`config.mk`:
```
export PLATFORM = sky130hd
export DESIGN_NAME = sfa_queue
export DESIGN_NICKNAME = d
export VERILOG_FILES = /design/src/rtl/sfa_pkg.sv /design/src/rtl/sfa_queue.sv
export SDC_FILE = /design/constraint.sdc
export NUM_CORES = 1
export LEC_CHECK = 0
export BUFFER_PORTS_ARGS = -buffer_cell sky130_fd_sc_hd__buf_4
export CORE_ASPECT_RATIO = 2
export CORE_MARGIN = 3
export CORE_UTILIZATION = 30
export DETAILED_ROUTE_END_ITERATION = 8
export PLACE_DENSITY_LB_ADDON = 0.2
export REMOVE_ABC_BUFFERS = 1
export SYNTH_ARGS = -nofsm -noshare
export SYNTH_HDL_FRONTEND = slang
export SYNTH_SLANG_ARGS = --single-unit
```
`constraint.sdc`:
```
create_clock -name clk_i -period 3.4 [get_ports clk_i]
set_clock_uncertainty 0.1 [all_clocks]
set_input_delay 0.51 -clock clk_i [delete_from_list [all_inputs] [get_ports clk_i]]
set_output_delay 0.51 -clock clk_i [all_outputs]
set_load 0.01 [all_outputs]
```
`src/rtl/sfa_pkg.sv`:
```
`timescale 1ns / 1ps
// Shared types and constants of the structure factor accumulator.
package sfa_pkg;

  localparam int TABLE_BITS  = 12;
  localparam int MAX_INDEX   = 64;
  localparam int ANGLE_W     = 16;
  localparam int KIDX_W      = 6;
  localparam int LANES       = 4;
  localparam int ACC_W       = 28;
  localparam int TRIG_W      = 15;
  localparam int VAL_W       = 16;
  localparam int OUT_W       = 56;
  localparam int ROM_DEPTH   = 2 ** (TABLE_BITS - 3) + 1;
  localparam int ROM_AW      = $clog2(ROM_DEPTH);
  localparam int ROM_W       = 2 * TRIG_W;
  localparam int QUARTER     = 2 ** (TABLE_BITS - 2);
  localparam int EIGHTH      = QUARTER / 2;
  localparam int QUEUE_DEPTH = 4;
  localparam int PTR_W       = $clog2(QUEUE_DEPTH);

  typedef enum logic [1:0] {
    REG_K_X = 2'd0,
    REG_K_Y = 2'd1,
    REG_K_Z = 2'd2
  } sfa_reg_e;

  typedef enum logic [1:0] {
    QUAD_0 = 2'd0,
    QUAD_1 = 2'd1,
    QUAD_2 = 2'd2,
    QUAD_3 = 2'd3
  } sfa_quad_e;

  typedef struct packed {
    logic [ANGLE_W-1:0] phase_x;
    logic [ANGLE_W-1:0] phase_y;
    logic [ANGLE_W-1:0] phase_z;
    logic               last;
  } sfa_in_t;

  typedef struct packed {
    logic [OUT_W-1:0] structure_value;
    logic             overflow;
  } sfa_out_t;

  typedef struct packed {
    logic [KIDX_W-1:0] kx;
    logic [KIDX_W-1:0] ky;
    logic [KIDX_W-1:0] kz;
  } sfa_kcfg_t;

  // One angle after classification: quadrant, octant mirror and table address.
  typedef struct packed {
    sfa_quad_e         quad;
    logic              swap;
    logic [ROM_AW-1:0] addr;
  } sfa_lane_t;

  typedef struct packed {
    sfa_lane_t [LANES-1:0] lane;
    logic                  last;
  } sfa_work_t;

  typedef struct packed {
    logic full;
    logic empty;
  } sfa_q_status_t;

  typedef logic signed [ACC_W-1:0] sfa_acc_t;

  typedef struct packed {
    sfa_acc_t [LANES-1:0] re;
    sfa_acc_t [LANES-1:0] im;
    logic                 overflow;
  } sfa_snap_t;

endpackage

```
`src/rtl/sfa_queue.sv`:
```
`timescale 1ns / 1ps
// Short queue of classified particles between front end and accumulator.
module sfa_queue (
  input  logic                   clk_i,
  input  logic                   rst_ni,
  input  logic                   push_i,
  input  sfa_pkg::sfa_work_t     push_data_i,
  input  logic                   pop_i,
  output sfa_pkg::sfa_work_t     head_o,
  output sfa_pkg::sfa_q_status_t status_o
);
  import sfa_pkg::*;

  sfa_work_t        mem_q [QUEUE_DEPTH];
  logic [PTR_W-1:0] wr_ptr_q, rd_ptr_q;
  logic [PTR_W:0]   count_q;

  assign status_o.full  = (count_q == (PTR_W + 1)'(QUEUE_DEPTH));
  assign status_o.empty = (count_q == '0);
  assign head_o         = mem_q[rd_ptr_q];

  always_ff @(posedge clk_i or negedge rst_ni) begin
    if (!rst_ni) begin
      wr_ptr_q <= '0;
      rd_ptr_q <= '0;
      count_q  <= '0;
    end else begin
      if (push_i) begin
        wr_ptr_q <= wr_ptr_q + 1'b1;
      end
      if (pop_i) begin
        rd_ptr_q <= rd_ptr_q + 1'b1;
      end
      if (push_i && !pop_i) begin
        count_q <= count_q + 1'b1;
      end else if (pop_i && !push_i) begin
        count_q <= count_q - 1'b1;
      end
    end
  end

  always_ff @(posedge clk_i) begin
    if (push_i) begin
      mem_q[wr_ptr_q] <= push_data_i;
    end
  end

endmodule

```
==> summary.md <==
| Metric | Value |
|---|---|
| Outcome | finished clean |
| Crit-path cells | buf_4 -> mux4_2 -> buf_4 |
| Minimum clock period | between 3 and 4 ns |
| Vias per inst | 4.50 |
| Max Cap Viol | 0 |
| Chip width | 122 microns |
| Yosys reg bits | 219 |
| Pins over their slew limit | 0 |
| Setup Viol. Count Final | 0 |
| CTS tree | done |
| Initial antenna violation count | 1 |
| Dpl hpwl | 9790 microns |
| Unrepaired setup endpoints after global routing | false |
| Post-CTS Setup Bufs | 0 |
| Crit start category | register |
| DP Cell Count | between 700 and 800 |
| Pleak | about 3.4 nW |
| Io pins | 112 |
| H-tree Lvls | 1 |
| Final Wtd Congestion | between 0.6 and 0.7 |
| CP max stage cell | dfrtp_4 |
| Number of global-route vias before repair | 4184 |
| DR pass1 iterations | 4 |
| Post-route setup slack | 0.283 ns |
| Clock root buffer | clkbuf_16 |
| Yosys top cell by area | edfxtp_1 |
| Distinct cells, synth | 19 |
| Maximum clock path buffer count | 3 |
| Wirelength, routed | 16200 microns |
| Num CTS Buffers | 21 |
| Total track usage | 11.4% |
| Sequential share of the synthesized area | 80.7% |
| Mapped Area | 0.00811 sq mm |
| Clock sink count | 219 |
| Initial DRC count | 236 |
| Maximum clock frequency | 321 MHz |
| Most frequent CP cell | buf_4 |
| Post-route DRC | 0 |
| Slew HR | 40.9% |
| Largest net degree at the start of global routing | 54 |
| Post-Synthesis Cells | 311 |
| Power Density | between 800 and 900 mW/mm^2 |
| Core box area | 0.0265 sq mm |
| Place WS | about 0.7 ns |
| Avg WL per Cell | about 20 microns |
| ANT nets after route | 0 |
| Warnings, synthesis | 0 |
| Post-route insts no fill | 798 |
| Vias | 3591 |
| Worst VDD drop | 610 uV |
| Fin nets | between 500 and 600 |
| Crit path max fanout | 38 |
| P&R area growth vs syn | 22.1% |
| Tcrit/Tclk final | 91.7% |
| Die area | slightly below 0.03 sq mm |
| Starting Density | 30.6% |
| GRT Residual Overflow | 0 |
| Crit path capture type | output pin |
| Fillers | between 2000 and 2500 |
| Tot Pwr | approximately 0.0083 W |
| WHS | 0.0948 ns |
| Clock latency on the worst-skew pair | 0.50 ns |
| First-pass GRT wire length | 24800 microns |
| CP arrival | 2.51 ns |
| Layout cell share with drive strength beyond 1 | between 40 and 50% |
| Setup TNS | 0 ns |
| Post-synth top area share | approximately four fifths |
| Worst-path clk slew | ~0.060 ns |
| Crit-path max cell delay | 0.94 ns |
| Final hold vios | 0 |
| Worst-Margin Slew | 0.887 ns |
| Die Span Y | 239 microns |
| CP Class | register to output pin |
| Avg Cell Area, Syn | 26.1 sq um |
| Hold Path Class | primary input to register |
| Top post-synthesis cells by area | edfxtp_1 (78%), mux4_2 (13%), dfrtp_1 (2.2%) |
| Input/output buffers | 111 |
| # rows | 84 |
| Critical Path RT | 2.79 ns |
==> what timing repair did <==
item	CTS	global route
endpoints found under the setup margin	0	0
endpoints found under the hold margin	7	0
hold buffers	1	0
resized for setup	0	0
==> critical path, delay by kind of cell, from the launching register on <==
| kind | cells | cell delay, ns |
|---|---|---|
| DFF | 1 | 0.94 |
| muxes | 1 | 0.53 |
| buffers and inverters | 2 | 0.52 |
==> report_power, final <==
part / total (W) / switching [W] / internal [W]
Sequential: 0.00386 / 0.000318 / 0.00354
Combinational: 0.00242 / 0.00112 / 0.00129
Clock: 0.00206 / 0.000932 / 0.00113
==> kinds of logic (layout without fill, tap and decap cells) <==
logic type	Yosys count	after routing	synth area share, %
AO/OA/AOI/OAI	1	1	0.0617
other	0	1	0
buffers and inverters	16	158	1.93
XOR/XNOR	6	6	0.648
multiplexers	54	54	15.1
adder cells (fa/ha/maj)	6	6	1.02
flip-flops	219	219	80.7
AND/OR/NAND/NOR	9	9	0.602
==> metrics by stage <==
step | instance area (sq um) | utilization [%]
CTS | 9900 | 37.4
global placement | 9290 | 35.1
finish | 9900 | 37.4
global route | 9900 | 37.4
floorplan | 7970 | -
detailed placement | 9290 | 35.1
==> metal layers <==
metal	global-route usage (%)	routed length [microns]
met4	5.37	499
met3	2.08	764
met2	21.2	9270
met1	12.3	5700
met5	0	0
==> worst paths after layout <==
check	from	endpoint	slack (ns)	cells past startpoint
max in group asynchronous	rst_ni	rd_ptr_q[0]	2.81	2
worst min register to register	count_q[2]	count_q[2]	0.42	1
worst min-delay path	pop_i	rd_ptr_q[0]	0.09	2
worst max register to register	wr_ptr_q[0]	mem_q[2][21]	1.48	3
worst max-delay path	rd_ptr_q[0]	head_o[3]	0.28	3
min in group asynchronous	rst_ni	rd_ptr_q[0]	0.25	2
==> registers in the layout (all words and copies together) (netlist names) <==
register  flops
mem_q       212
rd_ptr_q      2
count_q       3
wr_ptr_q      2
==> cell usage after synthesis <==
master and n:
and2_1 4, buf_12 5, buf_2 6, buf_6 1, dfrtp_1 7, edfxtp_1 212, fa_1 1, ha_1 5
inv_1 4, mux2_2 1, mux4_1 5, mux4_2 48, nand2_1 2, nor2_1 1, nor3_1 1, nor3b_1 1
o21ai_0 1, xnor2_1 2, xor2_1 4
==> layout make-up <==
cell class / count / area (sq um) / area share (%)
flip-flops and latches: 219 / 6550 / 66.1
multi-input cells: 76 / 1420 / 14.4
repair buffers: 118 / 888 / 8.97
clock buffers: 24 / 537 / 5.42
well taps: 344 / 430 / 4.35
clock inverters: 12 / 60.1 / 0.607
inverters: 4 / 15.0 / 0.152
diodes: 1 / 2.50 / 0.0253
==> layout by cell type (no fill, tap or decap) <==
cell type | netlist | layout
and2_4 | 0 | 4
buf_4 | 0 | 117
clkbuf_1 | 0 | 3
clkbuf_16 | 0 | 21
clkinv_1 | 0 | 5
clkinv_2 | 0 | 5
clkinvlp_4 | 0 | 1
dfrtp_1 | 7 | 5
dfrtp_2 | 0 | 1
dfrtp_4 | 0 | 1
diode_2 | 0 | 1
dlygate4sd3_1 | 0 | 1
edfxtp_1 | 212 | 212
fa_1 | 1 | 1
ha_1 | 5 | 5
inv_1 | 4 | 4
inv_6 | 0 | 1
mux2_2 | 1 | 1
mux4_1 | 5 | 5
mux4_2 | 48 | 48
nand2_1 | 2 | 2
nor2_1 | 1 | 1
nor3_1 | 1 | 1
nor3b_1 | 1 | 1
o21ai_0 | 1 | 1
xnor2_1 | 2 | 2
xor2_1 | 4 | 4
No activity file was read; power rests on OpenSTA's default activity.
