## config.mk

```make
export PLATFORM = sky130hd
export DESIGN_NAME = sfa_front
export DESIGN_NICKNAME = d
export VERILOG_FILES = /design/src/rtl/sfa_pkg.sv /design/src/rtl/sfa_front.sv
export SDC_FILE = /design/constraint.sdc
export NUM_CORES = 1
export LEC_CHECK = 0
export BUFFER_PORTS_ARGS = -buffer_cell sky130_fd_sc_hd__buf_2
export CORE_ASPECT_RATIO = 0.9
export CORE_MARGIN = 5
export CORE_UTILIZATION = 45
export CTS_CLUSTER_SIZE = 8
export DETAILED_ROUTE_END_ITERATION = 12
export GPL_TIMING_DRIVEN = 0
export MAX_ROUTING_LAYER = met4
export SLEW_MARGIN = 20
export SYNTH_ARGS = -nofsm -noshare
export SYNTH_HDL_FRONTEND = slang
export SYNTH_SLANG_ARGS = --single-unit
```

## constraint.sdc

```tcl
create_clock -name clk_i -period 8.5 [get_ports clk_i]
set_input_delay 0.85 -clock clk_i [delete_from_list [all_inputs] [get_ports clk_i]]
set_output_delay 0.85 -clock clk_i [all_outputs]
set_load 0.01 [all_outputs]
```

## src/rtl/sfa_pkg.sv

```systemverilog
`timescale 1ns / 1ps
// Shared types and constants of the structure factor accumulator.
package sfa_pkg;

  localparam int TABLE_BITS  = 12;
  localparam int MAX_INDEX   = 64;
  localparam int ANGLE_W     = 16;
  localparam int KIDX_W      = 6;
  localparam int LANES       = 4;
  localparam int ACC_W       = 28;
  localparam int TRIG_W      = 15;
  localparam int VAL_W       = 16;
  localparam int OUT_W       = 56;
  localparam int ROM_DEPTH   = 2 ** (TABLE_BITS - 3) + 1;
  localparam int ROM_AW      = $clog2(ROM_DEPTH);
  localparam int ROM_W       = 2 * TRIG_W;
  localparam int QUARTER     = 2 ** (TABLE_BITS - 2);
  localparam int EIGHTH      = QUARTER / 2;
  localparam int QUEUE_DEPTH = 4;
  localparam int PTR_W       = $clog2(QUEUE_DEPTH);

  typedef enum logic [1:0] {
    REG_K_X = 2'd0,
    REG_K_Y = 2'd1,
    REG_K_Z = 2'd2
  } sfa_reg_e;

  typedef enum logic [1:0] {
    QUAD_0 = 2'd0,
    QUAD_1 = 2'd1,
    QUAD_2 = 2'd2,
    QUAD_3 = 2'd3
  } sfa_quad_e;

  typedef struct packed {
    logic [ANGLE_W-1:0] phase_x;
    logic [ANGLE_W-1:0] phase_y;
    logic [ANGLE_W-1:0] phase_z;
    logic               last;
  } sfa_in_t;

  typedef struct packed {
    logic [OUT_W-1:0] structure_value;
    logic             overflow;
  } sfa_out_t;

  typedef struct packed {
    logic [KIDX_W-1:0] kx;
    logic [KIDX_W-1:0] ky;
    logic [KIDX_W-1:0] kz;
  } sfa_kcfg_t;

  // One angle after classification: quadrant, octant mirror and table address.
  typedef struct packed {
    sfa_quad_e         quad;
    logic              swap;
    logic [ROM_AW-1:0] addr;
  } sfa_lane_t;

  typedef struct packed {
    sfa_lane_t [LANES-1:0] lane;
    logic                  last;
  } sfa_work_t;

  typedef struct packed {
    logic full;
    logic empty;
  } sfa_q_status_t;

  typedef logic signed [ACC_W-1:0] sfa_acc_t;

  typedef struct packed {
    sfa_acc_t [LANES-1:0] re;
    sfa_acc_t [LANES-1:0] im;
    logic                 overflow;
  } sfa_snap_t;

endpackage

```

## src/rtl/sfa_front.sv

```systemverilog
`timescale 1ns / 1ps
// Front end: accepts particles, forms the four angles and classifies them.
module sfa_front (
  input  logic                   clk_i,
  input  logic                   rst_ni,
  input  logic                   in_valid_i,
  output logic                   in_stall_o,
  input  sfa_pkg::sfa_in_t       in_data_i,
  input  sfa_pkg::sfa_kcfg_t     kcfg_i,
  input  sfa_pkg::sfa_q_status_t q_status_i,
  output logic                   push_o,
  output sfa_pkg::sfa_work_t     push_data_o
);
  import sfa_pkg::*;

  localparam int ProdW = KIDX_W + ANGLE_W;

  logic               f1_vld_q;
  logic [ANGLE_W-1:0] ax_q, ay_q, az_q;
  logic               last_q;
  logic [ProdW-1:0]   prod_x, prod_y, prod_z;
  logic [ANGLE_W-1:0] ang [LANES];
  logic               accept;

  function automatic sfa_lane_t classify(logic [ANGLE_W-1:0] a);
    logic [TABLE_BITS-1:0] idx;
    logic [ROM_AW-1:0]     r;
    logic [ROM_AW:0]       mirror;
    sfa_lane_t             l;
    idx    = a[ANGLE_W-1 -: TABLE_BITS];
    r      = idx[ROM_AW-1:0];
    mirror = (ROM_AW + 1)'(QUARTER) - {1'b0, r};
    l.quad = sfa_quad_e'(idx[TABLE_BITS-1 -: 2]);
    // past the eighth turn, read the complement angle and swap cos/sin
    if (r <= ROM_AW'(EIGHTH)) begin
      l.swap = 1'b0;
      l.addr = r;
    end else begin
      l.swap = 1'b1;
      l.addr = mirror[ROM_AW-1:0];
    end
    return l;
  endfunction

  assign in_stall_o = f1_vld_q && q_status_i.full;
  assign accept     = in_valid_i && !in_stall_o;
  assign push_o     = f1_vld_q && !q_status_i.full;

  assign prod_x = ProdW'(kcfg_i.kx) * ProdW'(in_data_i.phase_x);
  assign prod_y = ProdW'(kcfg_i.ky) * ProdW'(in_data_i.phase_y);
  assign prod_z = ProdW'(kcfg_i.kz) * ProdW'(in_data_i.phase_z);

  always_ff @(posedge clk_i or negedge rst_ni) begin
    if (!rst_ni) begin
      f1_vld_q <= 1'b0;
    end else if (accept) begin
      f1_vld_q <= 1'b1;
    end else if (push_o) begin
      f1_vld_q <= 1'b0;
    end
  end

  always_ff @(posedge clk_i) begin
    if (accept) begin
      ax_q   <= prod_x[ANGLE_W-1:0];
      ay_q   <= prod_y[ANGLE_W-1:0];
      az_q   <= prod_z[ANGLE_W-1:0];
      last_q <= in_data_i.last;
    end
  end

  always_comb begin
    ang[0] = ax_q + ay_q + az_q;
    ang[1] = ax_q + ay_q - az_q;
    ang[2] = ax_q - ay_q + az_q;
    ang[3] = ax_q - ay_q - az_q;
    for (int l = 0; l < LANES; l++) begin
      push_data_o.lane[l] = classify(ang[l]);
    end
    push_data_o.last = last_q;
  end

endmodule

```

==> metrics.md <==
| Metric | Value |
|---|---|
| DR vias | 10,514 |
| Hold Fails Final Rpt | 0 |
| Synth area leader | fa_1 |
| Largest net degree at the start of global routing | 26 |
| Main synth FF type | edfxtp_1 |
| DP HPWL | 26,310 um |
| Data arrival time of the critical path | 5.70 ns |
| Gr ovfl total | 0 |
| Fmax | 152.6 MHz |
| Area Growth Syn to Fin | 10.00% |
| Net Count, Synth | 1,885 |
| CTS Buf Count | 5 |
| Final min period | 6.554 ns |
| Cells after Synth | 1,530 |
| Fillcell total | 2,796 |
| Vias in the first global route | 10,485 |
| Gr usage total | 0.1968 |
| Root buffer cell | clkbuf_16 |
| Largest cells by area after synthesis | fa_1 21%, ha_1 14%, edfxtp_1 11% |
| Top-count cell post-synth | nand2_1 |
| # nets final | 2,019 |
| Share of post-route cells with drive strength above 1 | 0.1069 |
| CTS resizes | 0 |
| Final TNS setup | 0 ns |
| Ys async rst share | 0.02000 |
| Synth top cells by count | 229 x nand2_1, 214 x inv_1, 146 x ha_1, 137 x fa_1, 117 x xnor2_1 |
| Register area share after synthesis | 0.1165 |
| Max-Cap Viols | 0 |
| Reg2reg setup slack | 7.09 ns |
| Die area | 32,040 um^2 |
| DR iter-0 viols | 475 |
| Worst slew pin tran | 0.8559 ns |
| Reg clk slew, reported paths | 0.07 ns |
| Critical path's largest stage delay | 0.68 ns |
| Chip width | 188.1 um |
| Clk_lat worst skew | 0.30 ns |
| Syn avg cell area | 8.398 um^2 |
| # port buffers | 125 |
| Antenna cells | 0 |
| Post-DRT Antenna Nets | 0 |
| Post-DP Area | 13,980 um^2 |
| First-pass GRT wire length | 50,990 um |
| Initial Util | 0.4575 |
| Post-synth EDFFs | 49 |
| Area of the multi-input gates | 10,360 um^2 |
| Final period utilization | 0.7710 |
| Post-synth cell types | 85 |
| Worst Setup End Kind | primary output |
| Initial antenna violation count | 0 |
| Final setup viols | 0 |
| YS warnings | 0 |
| Slew Viols, Final | 0 |
| Post-route cell area | 14,130 um^2 |
| Worst path cell trace | inv_1 > ha_1 > nand2b_1 > a21oi_1 > o21ai_0 > a211o_1 > a2111oi_0 > nor3_1 > xnor2_1 > ha_1 > nand3b_1 > o21ai_2 > mux2_2 > a311oi_4 > a21boi_1 > a211oi_2 > xnor2_1 > buf_2 |
| Hold Buf Count CTS | 0 |
| Worst Path Max Fanout | 7 |
| GPL Wtd Cong | 0.9166 |
| Post-route DRC | 0 |
| Fin cells | 2,025 |
| HP Class | input port to asynchronous set/reset pin |
| Core area | 28,080 um^2 |
| Post-route clock skew | 0.006682 ns |
| Status | finished, final reports clean |
| TritonCTS clock tree | done |
| Netlist Area Pre-Place | 12,850 um^2 |
| First-pass DRT Iterations | 4 |
| CP Data Required Time | 7.65 ns |
| WL final | 30,480 um |
| CTS H-Tree Depth | 2 |
| Postcts setup bufs | 0 |
| Max Buffers Root-to-Sink | 2 |
| #FFs+latches synth | 50 |
| DR vias/cell | 5.192 |
| Slew HR | 0.4220 |
| Placed cell count | 2,017 |
| WL/cell | 15.05 um |
| I/O pins | 127 |
| Sink Count | 50 |
| Setup CP Type | register to primary output |
| Startpoint types | register |
| Sequential cell area | 1496 um^2 |
| Die Span Y | 170.3 um |
| Yosys top cell area share | 0.2135 |
| FP Rows | 58 |
| RSZ-0062 raised after global routing | false |
| CP max-delay cell | a2111oi_0 |
## worst max-delay path: cells and delay by family (launching register included)
| family | cells | cell delay, ns |
|---|---|---|
| AO/OA/AOI/OAI | 8 | 2.63 |
| XOR/XNOR | 2 | 0.48 |
| adder cells (fa/ha/maj) | 2 | 0.57 |
| buffers and inverters | 2 | 0.29 |
| flip-flops | 1 | 0.44 |
| multiplexers | 1 | 0.43 |
| AND/OR/NAND/NOR | 3 | 0.56 |
## sequential cells by signal (all words and copies together), names as in the netlist
| name | cells |
|---|---|
| ax_q | 16 |
| f1_vld_q | 1 |
| ay_q | 16 |
| az_q | 16 |
| last_q | 1 |
## cells by family after synthesis
family / count (synthesis) / synth area share
flip-flops: 50 / 0.1165
XOR/XNOR: 150 / 0.1033
buffers and inverters: 260 / 0.07761
AO/OA/AOI/OAI: 261 / 0.1503
AND/OR/NAND/NOR: 517 / 0.1895
adder cells (fa/ha/maj): 283 / 0.3556
multiplexers: 9 / 0.007206
## placed cells by master, fill, tap and decap left out, types with 11 or more instances in the layout
cell and count:
nor2_1 95, a21o_1 14, nand2_1 229, xor2_1 32, o21ai_0 21, a21oi_1 67
xnor2_1 117, o21bai_1 19, clkbuf_1 41, o21a_1 22, nand3_1 13, nand2b_1 11
fa_1 137, edfxtp_1 49, buf_2 126, ha_1 146, and2_1 60, nor2b_1 19
inv_1 214, nor3_1 29, and3_1 13
## metal layers
metal	track usage	vias to the layer above	wire length, um
met5	-	-	0
met4	0.03287	0	304
met3	0.01702	18	1019
met2	0.3183	194	13920
met1	0.2763	4988	15230
li1	-	5314	-
## per-stage QoR
step	worst slack, ns	hold WS [ns]	util
after floorplan	3.245	0.5544	-
after global placement	2.375	0.5970	0.4958
after detailed placement	2.347	0.6264	0.4978
after CTS	1.989	0.2860	0.5033
after global routing	1.528	0.2870	0.5033
final	1.946	0.3011	0.5033
## path summary, 6_finish.rpt
check / startpoint / to / cells past startpoint
worst max-delay path: ay_q[1] / push_data_o[21] / 18
worst min-delay path: rst_ni / f1_vld_q / 1
worst max register to register: f1_vld_q / az_q[6] / 4
worst min register to register: f1_vld_q / f1_vld_q / 2
max in group asynchronous: rst_ni / f1_vld_q / 1
min in group clk_i: f1_vld_q / f1_vld_q / 2
## area by class of cell
type | count | area share
tap | 360 | 0.03187
timing repair buffer | 127 | 0.04763
multi-input combinational | 1220 | 0.7332
sequential | 50 | 0.1059
inverter | 214 | 0.05683
clock buffer | 5 | 0.008853
clock inverter | 3 | 0.002036
buffer | 46 | 0.01372
Power is left out: the tool's default activity adds up to more than one toggle a clock period on the data nets, which glitch-free logic cannot reach.
